### config.mk
export PLATFORM = sky130hd
export DESIGN_NAME = bdu_emit
export DESIGN_NICKNAME = d
export VERILOG_FILES = /design/src/bdu_pkg.sv /design/src/bdu_emit.sv
export SDC_FILE = /design/constraint.sdc
export NUM_CORES = 1
export LEC_CHECK = 0
export ABC_AREA = 1
export ABC_CLOCK_PERIOD_IN_PS = 5200
export BUFFER_PORTS_ARGS = -buffer_cell sky130_fd_sc_hd__buf_4
export CAP_MARGIN = 20
export CORE_ASPECT_RATIO = 1.75
export CORE_MARGIN = 2
export CORE_UTILIZATION = 40
export DETAILED_ROUTE_END_ITERATION = 8
export PLACE_DENSITY = 0.67
export SLEW_MARGIN = 10
export SYNTH_ARGS = -nofsm -noshare
export SYNTH_HDL_FRONTEND = slang
export SYNTH_SLANG_ARGS = --single-unit
### constraint.sdc
create_clock -name clock -period 5.2 [get_ports clock]
set_clock_uncertainty 0.2 [all_clocks]
set_input_delay 1.04 -clock clock [delete_from_list [all_inputs] [get_ports clock]]
set_output_delay 1.04 -clock clock [all_outputs]
set_load 0.01 [all_outputs]
### src/bdu_pkg.sv
// ============================================================================
// bdu_pkg
// Shared types, codes and pixel arithmetic for the 2x bilinear upscaler.
// ============================================================================
package bdu_pkg;

   // Fixed field widths
   localparam int COORD_BITS    = 11;
   localparam int CFG_BITS      = 11;
   localparam int CSR_ADDR_BITS = 3;
   localparam int CSR_DATA_BITS = 32;
   localparam int NUM_SLOTS     = 9;

   // Input transaction payload
   typedef struct packed {
      logic [7:0] in_red;
      logic [7:0] in_green;
      logic [7:0] in_blue;
   } req_data_type;

   // Output transaction payload
   typedef struct packed {
      logic [COORD_BITS-1:0] out_row;
      logic [COORD_BITS-1:0] out_col;
      logic [7:0]            out_red;
      logic [7:0]            out_green;
      logic [7:0]            out_blue;
      logic                  last_of_run;
      logic                  frame_done;
   } rsp_data_type;

   typedef struct packed {
      logic [7:0] red;
      logic [7:0] green;
      logic [7:0] blue;
   } pixel_type;

   // Register indexes (byte address bit 2)
   typedef enum logic {
      REG_IMAGE_WIDTH  = 1'b0,
      REG_IMAGE_HEIGHT = 1'b1
   } reg_index_type;

   // Result positions an input pixel can complete, in emission order
   typedef enum logic [3:0] {
      SLOT_ABOVE_LEFT  = 4'd0,
      SLOT_ABOVE       = 4'd1,
      SLOT_ABOVE_EDGE  = 4'd2,
      SLOT_LEFT        = 4'd3,
      SLOT_CUR         = 4'd4,
      SLOT_EDGE        = 4'd5,
      SLOT_BOTTOM_LEFT = 4'd6,
      SLOT_BOTTOM      = 4'd7,
      SLOT_BOTTOM_EDGE = 4'd8
   } slot_type;

   // One input pixel with its neighbors and precomputed coordinates
   typedef struct packed {
      pixel_type             cur;
      pixel_type             left;
      pixel_type             up;
      logic [COORD_BITS-1:0] row2;
      logic [COORD_BITS-1:0] col2;
      logic [COORD_BITS-1:0] row_edge;
      logic [COORD_BITS-1:0] col_edge;
      logic [NUM_SLOTS-1:0]  slots;
      logic                  last_row;
      logic                  last_col;
   } item_type;

   // Floored mean of two pixels, per channel
   function automatic pixel_type mean2(input pixel_type a, input pixel_type b);
      logic [8:0] sr;
      logic [8:0] sg;
      logic [8:0] sb;
      pixel_type  res;
      sr = {1'b0, a.red}   + {1'b0, b.red};
      sg = {1'b0, a.green} + {1'b0, b.green};
      sb = {1'b0, a.blue}  + {1'b0, b.blue};
      res.red   = sr[8:1];
      res.green = sg[8:1];
      res.blue  = sb[8:1];
      return res;
   endfunction

   // Floored mean of four pixels, per channel
   function automatic pixel_type mean4(input pixel_type a, input pixel_type b,
                                       input pixel_type c, input pixel_type d);
      logic [9:0] sr;
      logic [9:0] sg;
      logic [9:0] sb;
      pixel_type  res;
      sr = {2'b0, a.red}   + {2'b0, b.red}   + {2'b0, c.red}   + {2'b0, d.red};
      sg = {2'b0, a.green} + {2'b0, b.green} + {2'b0, c.green} + {2'b0, d.green};
      sb = {2'b0, a.blue}  + {2'b0, b.blue}  + {2'b0, c.blue}  + {2'b0, d.blue};
      res.red   = sr[9:2];
      res.green = sg[9:2];
      res.blue  = sb[9:2];
      return res;
   endfunction

endpackage

### src/bdu_emit.sv
// ============================================================================
// bdu_emit
// Result sequencer: walks the held item's results and feeds the output register.
// ============================================================================
module bdu_emit (
   input  logic                   clock,
   input  logic                   reset,
   input  logic                   item_valid,
   input  bdu_pkg::item_type      item,
   output logic                   item_done,
   output logic                   rsp_valid,
   input  logic                   rsp_stall,
   output bdu_pkg::rsp_data_type  rsp_data
);

   logic [bdu_pkg::NUM_SLOTS-1:0]  sent_ff, sent_in;
   logic [bdu_pkg::NUM_SLOTS-1:0]  rem, pick;
   logic                           o_vld_ff, o_vld_in;
   bdu_pkg::rsp_data_type          o_data_ff;
   bdu_pkg::rsp_data_type          o_data_in;
   bdu_pkg::pixel_type             ul_ff;
   bdu_pkg::pixel_type             px;
   bdu_pkg::slot_type              sel;
   logic [bdu_pkg::COORD_BITS-1:0] row_m1, col_m1, orow, ocol;
   logic                           last, o_load;

   // Pick the lowest result still owed by the held item
   assign rem = item.slots & ~sent_ff;
   always_comb begin
      sel = bdu_pkg::SLOT_CUR;
      for (int i = bdu_pkg::NUM_SLOTS - 1; i >= 0; i--) begin
         if (rem[i]) begin
            sel = bdu_pkg::slot_type'(4'(i));
         end
      end
   end
   assign pick = bdu_pkg::NUM_SLOTS'(1) << sel;
   assign last = ((rem & ~pick) == '0);

   assign o_load    = item_valid & (~o_vld_ff | ~rsp_stall);
   assign item_done = o_load & last;

   assign row_m1 = item.row2 - bdu_pkg::COORD_BITS'(1);
   assign col_m1 = item.col2 - bdu_pkg::COORD_BITS'(1);

   // Position and value of the selected result
   always_comb begin
      px   = '0;
      orow = item.row2;
      ocol = item.col2;
      case (sel)
         bdu_pkg::SLOT_ABOVE_LEFT: begin
            orow = row_m1;
            ocol = col_m1;
            px   = bdu_pkg::mean4(ul_ff, item.up, item.left, item.cur);
         end
         bdu_pkg::SLOT_ABOVE: begin
            orow = row_m1;
            px   = bdu_pkg::mean2(item.up, item.cur);
         end
         bdu_pkg::SLOT_ABOVE_EDGE: begin
            orow = row_m1;
            ocol = item.col_edge;
         end
         bdu_pkg::SLOT_LEFT: begin
            ocol = col_m1;
            px   = bdu_pkg::mean2(item.left, item.cur);
         end
         bdu_pkg::SLOT_CUR: begin
            px = item.cur;
         end
         bdu_pkg::SLOT_EDGE: begin
            ocol = item.col_edge;
         end
         bdu_pkg::SLOT_BOTTOM_LEFT: begin
            orow = item.row_edge;
            ocol = col_m1;
         end
         bdu_pkg::SLOT_BOTTOM: begin
            orow = item.row_edge;
         end
         bdu_pkg::SLOT_BOTTOM_EDGE: begin
            orow = item.row_edge;
            ocol = item.col_edge;
         end
         default: begin
            px = '0;
         end
      endcase

      o_data_in.out_row     = orow;
      o_data_in.out_col     = ocol;
      o_data_in.out_red     = px.red;
      o_data_in.out_green   = px.green;
      o_data_in.out_blue    = px.blue;
      o_data_in.last_of_run = last;
      o_data_in.frame_done  = last & item.last_row & item.last_col;
   end

   // Track sent results and the output register occupancy
   always_comb begin
      if (item_done) begin
         sent_in = '0;
      end else if (o_load) begin
         sent_in = sent_ff | pick;
      end else begin
         sent_in = sent_ff;
      end
      if (o_load) begin
         o_vld_in = 1'b1;
      end else if (~rsp_stall) begin
         o_vld_in = 1'b0;
      end else begin
         o_vld_in = o_vld_ff;
      end
   end

   always_ff @(posedge clock) begin
      if (reset) begin
         sent_ff  <= '0;
         o_vld_ff <= 1'b0;
      end else begin
         sent_ff  <= sent_in;
         o_vld_ff <= o_vld_in;
      end
   end

   // Output data and the upper-left neighbor for the next item
   always_ff @(posedge clock) begin
      if (o_load) begin
         o_data_ff <= o_data_in;
      end
      if (item_done) begin
         ul_ff <= item.up;
      end
   end

   assign rsp_valid = o_vld_ff;
   assign rsp_data  = o_data_ff;

   // Sent marks only cover results the held item owns
   assert property (@(posedge clock) disable iff (reset)
      item_valid |-> ((sent_ff & ~item.slots) == '0))
      else $error("sent mask outside item result set");

   // Finishing an item clears the sent marks
   assert property (@(posedge clock) disable iff (reset)
      item_done |=> (sent_ff == '0))
      else $error("sent mask not cleared after item");

   // Frame end is only flagged on a run end
   assert property (@(posedge clock) disable iff (reset)
      (o_vld_ff && o_data_ff.frame_done) |-> o_data_ff.last_of_run)
      else $error("frame end without run end");

endmodule

Yosys cells after proc, flatten, opt, wreduce, memory -nomap -nowiden --
Cells that the tools add are included.
Storage, ports and cells: logic and storage cells 72, bits of input ports 131, register bits 82
Operators by class: mux-type cells 14, add/subtract/negate cells 17, shift operators 1, bitwise operators 12, reduce and logical (&&, ||, !) cells 7, eq/ne operators 9
Operators by type and width (count):
- case mux 24 bit (4 select lines) | 1
- adder 8 x 8 -> 9 bit | 9
- case mux 11 bit (2 select lines) | 2
- 2-to-1 mux 4 bit | 9
- adder 10 x 8 -> 10 bit | 3
- adder 9 x 8 -> 10 bit | 3
- subtractor 11 x 1 -> 11 bit (second input constant) | 2
- AND 9 bit | 2
- NOT 9 bit | 2
- == test 4 x 3 -> 1 bit (second input constant) | 4
- OR reduction 3 bit | 4
- logical NOT 9 bit | 1
- OR 9 bit | 1
- left shift 1 x 4 -> 9 bit (first input constant) | 1
- == test 4 x 2 -> 1 bit (second input constant) | 2
- AND 1 bit | 4
- == test 4 x 1 -> 1 bit (second input constant) | 1
- == test 4 bit (second input constant) | 1
- logical NOT 4 bit | 1
- 2-to-1 mux 1 bit | 2
- inequality test 2 x 1 -> 1 bit (second input constant) | 1
- NOT 1 bit | 2
- OR reduction 2 bit | 1
- OR 1 bit | 1

Logic depth before layout (Yosys ltp) --
word-level depth 17, gate-level depth with buffers 22, mapped depth without buffers 20

Worst setup path after synthesis --
OpenSTA, ideal clock, no wires.
path kind input -> output, from input rsp_stall, to output item_done, required time 3960 ps, stages on the path 5, slack 885 ps, arrival time 3075 ps, cell sequence nand2_1 nand2_1 clkinv_1 nand3_2 inv_1
Between the ends: cells in the longest elaborated chain, start to end 4
RTL lines:
- from (decl) | RTL line bdu_emit.sv:12 | input logic rsp_stall,
- NOT 1 bit
- OR 1 bit | RTL line bdu_emit.sv:40 | assign o_load = item_valid & (~o_vld_ff | ~rsp_stall);
- AND 1 bit | RTL line bdu_emit.sv:40
- via o_load | RTL line bdu_emit.sv:25 | logic last, o_load;
- AND 1 bit | RTL line bdu_emit.sv:41 | assign item_done = o_load & last;
- to (decl) | RTL line bdu_emit.sv:10 | output logic item_done,
The timed path passes the listed nets, and every way through them passes these cells.

Final worst setup path --
from input item[2] in the netlist's numbering, to output item_done
Between the ends: cells in the longest elaborated chain, start to end 7
RTL lines:
- from (decl) | RTL line bdu_emit.sv:9 | input bdu_pkg::item_type item,
- AND 9 bit (*) | RTL line bdu_emit.sv:28 | assign rem = item.slots & ~sent_ff;
- 2-to-1 mux 4 bit | RTL line bdu_emit.sv:32 | if (rem[i]) begin
- left shift 1 x 4 -> 9 bit | RTL line bdu_emit.sv:37 | assign pick = bdu_pkg::NUM_SLOTS'(1) << sel;
- NOT 9 bit | RTL line bdu_emit.sv:38 | assign last = ((rem & ~pick) == '0);
- AND 9 bit (*) | RTL line bdu_emit.sv:38
- logical NOT 9 bit (*) | RTL line bdu_emit.sv:38
- AND 1 bit (*) | RTL line bdu_emit.sv:41
Every way passes the cells marked *; elsewhere a longest branch is shown, timed or not.

==> results.sh <==
export IMPL_status="complete, no violations"
export IMPL_fmax_ghz=0.2375
export IMPL_final_cell_count_no_fill=1248
export IMPL_n_antenna_cell=0
export IMPL_synth_edf_count=72
export IMPL_drc=0
export IMPL_post_place_cells=1232
export IMPL_wl_mm=20.82
export IMPL_crit_start="item[2]"
export IMPL_peakVddDrop_mv=0.1807
export IMPL_max_slew_worst_pin_slew_ns=0.8109
export IMPL_critPathLaunchType="input port"
export IMPL_fin_area_um2=9203
export IMPL_ys_seq_area_share_pct=32.62
export IMPL_drtPass1Iterations=6
export IMPL_clock_sinks=82
export IMPL_core_rowCount=65
export IMPL_async_flop_share_pct=0
export IMPL_synth_warning_count=0
export IMPL_setup_ws_ns=0.9897
export IMPL_die_w_um=105.7
export IMPL_power_leakage_nw=4.214
export IMPL_cts_hold_buf=0
export IMPL_setup_viol=0
export IMPL_grt_pass1_vias=6687
export IMPL_netlist_area_um2=7242
export IMPL_drtIter0Drc=226
export IMPL_maxCapViolCount=0
export IMPL_layout_commonest_cell="nand2_1"
export IMPL_layout_common_cells="nand2_1, buf_4, inv_1"
export IMPL_place_ws_ns=0.8878
export IMPL_io_buffers=180
export IMPL_coreArea_um2=17890
export IMPL_layout_nets=1240
export IMPL_initial_core_util_pct=40.48
export IMPL_grt_antenna_before_repair=0
export IMPL_num_io_pins=181
export IMPL_post_route_period_util_pct=80.97
export IMPL_path_max_fanout=21
export IMPL_cts_root_buffer="clkbuf_16"
export IMPL_p_per_area_nw_per_um2=285.2
export IMPL_period_needed_ns=4.210
export IMPL_grt_max_degree=56
export IMPL_die_h_um=182
export IMPL_cp_arrival_ns=2.97
export IMPL_synth_ff_type="edfxtp_1"
export IMPL_fillers=1734
export IMPL_r2r_start="sent_ff[0]$_SDFFE_PP0P_"
export IMPL_worstHoldStart="rsp_valid$_SDFFE_PP0P_"
export IMPL_required_ns=3.96
export IMPL_placed_area_um2=8836
export IMPL_cts_setup_buffers=0
export IMPL_yosysUniqueCellTypes=53
export IMPL_cts_tree="built"
export IMPL_die_area_um2=19240
export IMPL_ys_ff_latch=82
export IMPL_grt_usage_pct=22.02
export IMPL_cts_buffer_depth=2
export IMPL_synth_nets=1058
export IMPL_finalHoldViolations=0
export IMPL_grt_overflow=0
export IMPL_numCtsBuffers=9
export IMPL_place_congestion=0.9063
export IMPL_relSlewSlack_pct=45.94
export IMPL_area_growth_pct=27.07
export IMPL_cts_resized=0
export IMPL_htreeDepth=3
export IMPL_rsz0062_at_grt="no"
export IMPL_post_route_util_pct=51.43
export IMPL_power_mw=2.625
export IMPL_critPathKind="in2out"
export IMPL_final_max_slew_viol_count=0
export IMPL_holdWs_ns=0.3009
export IMPL_layout_drive_gt1_share_pct=28.11
export IMPL_post_drt_wl_per_cell_um=16.69
export IMPL_worstSkewPairLatency_ns=0.35
export IMPL_hp_class="reg2reg"
export IMPL_vias=6467
export IMPL_dp_hpwl_mm=16.65
export IMPL_clkTransAtPathRegs_ns=0.06
export IMPL_synth_cells=827
export IMPL_setup_tns_final_ns=0
export IMPL_syn_avg_cell_area_um2=8.757
export IMPL_antenna_left=0
export IMPL_grt_pass1_wl_mm=32.62
export IMPL_critPathCaptureType="output port"
export IMPL_vias_per_cell=5.182
[routing by layer]
| layer | GRT usage [%] | vias up | routed length [um] |
|---|---|---|---|
| met1 | 20.90 | 3049 | 6861 |
| met3 | 4.128 | 47 | 1188 |
| met2 | 44.03 | 222 | 11980 |
| met5 | 0 | - | 0 |
| met4 | 10.32 | 0 | 794 |
| li1 | - | 3149 | - |
[registers in the layout, indices dropped and copies added (netlist names)]
register	flops
rsp_data	48
sent_ff	9
ul_ff	24
rsp_valid	1
[Yosys cell counts, drive strengths merged, types with 2 or more instances]
cell type,instances,area [um^2]
o311ai,2,17.52
buf,8,61.31
o221ai,2,17.52
xor2,11,96.34
o31a,2,17.52
nand2,242,987.2
nor2,48,264.0
nor4,2,12.51
nand4,8,62.56
a32oi,3,26.28
o21ai,31,162.7
a211oi,2,15.01
nand3,59,305.3
ha,49,613.1
inv,95,369.1
a21oi,57,311.6
xnor2,7,61.31
nor3,6,30.03
o21bai,4,30.03
clkinv,2,8.750
nand3b,2,15.01
or2,14,90.09
clkbuf,5,18.77
a31oi,3,18.77
edfxtp,72,2162
o211ai,12,90.09
a22oi,14,125.1
fa,51,1021
dfxtp,10,200.2
[worst max-delay path: stages]
cell,delay (ns)
buf_4,0.11
inv_1,0.04
or2_4,0.23
clkinv_2,0.39
nor2_4,0.33
nand3_1,0.20
a21oi_2,0.23
nand3_2,0.13
inv_1,0.12
buf_4,0.13
[worst paths after layout]
| kind | end | slack, ns | cells past startpoint |
|---|---|---|---|
| setup / recovery | item_done | 0.99 | 10 |
| hold / removal | rsp_valid$_SDFFE_PP0P_ | 0.30 | 2 |
| setup reg to reg | rsp_data[25]$_DFFE_PP_ | 1.68 | 16 |
| hold reg to reg | rsp_valid$_SDFFE_PP0P_ | 0.30 | 2 |
[layout make-up]
cell class,count,area (um^2),share of cell area (%)
inverters,97,377.9,4.106
repair buffers,184,1381,15.01
flip-flops and latches,82,2362,25.67
clock buffers,9,225.2,2.447
well taps,234,292.8,3.182
clock inverters,7,141.4,1.536
multi-input cells,635,4422,48.05
[cells by family (layout without fill, tap and decap cells)]
family	count (synthesis)	after routing	synth area share, %
AOI/OAI and AO/OA	135	135	11.82
xor gates and xnor gates	18	18	2.177
DFF	82	82	32.62
and+or+nand+nor	382	382	24.50
adders and majority gates	100	100	22.56
buffers and inverters	110	297	6.323
[power breakdown]
group / total, mW / switching, mW / internal, mW / leakage (nW)
Sequential: 0.818 / 0.0206 / 0.798 / 0.770
Clock: 0.810 / 0.292 / 0.519 / 0.176
Combinational: 0.996 / 0.561 / 0.435 / 3.27
Total: 2.62 / 0.874 / 1.75 / 4.21
Power figures use the tool's default switching activity.
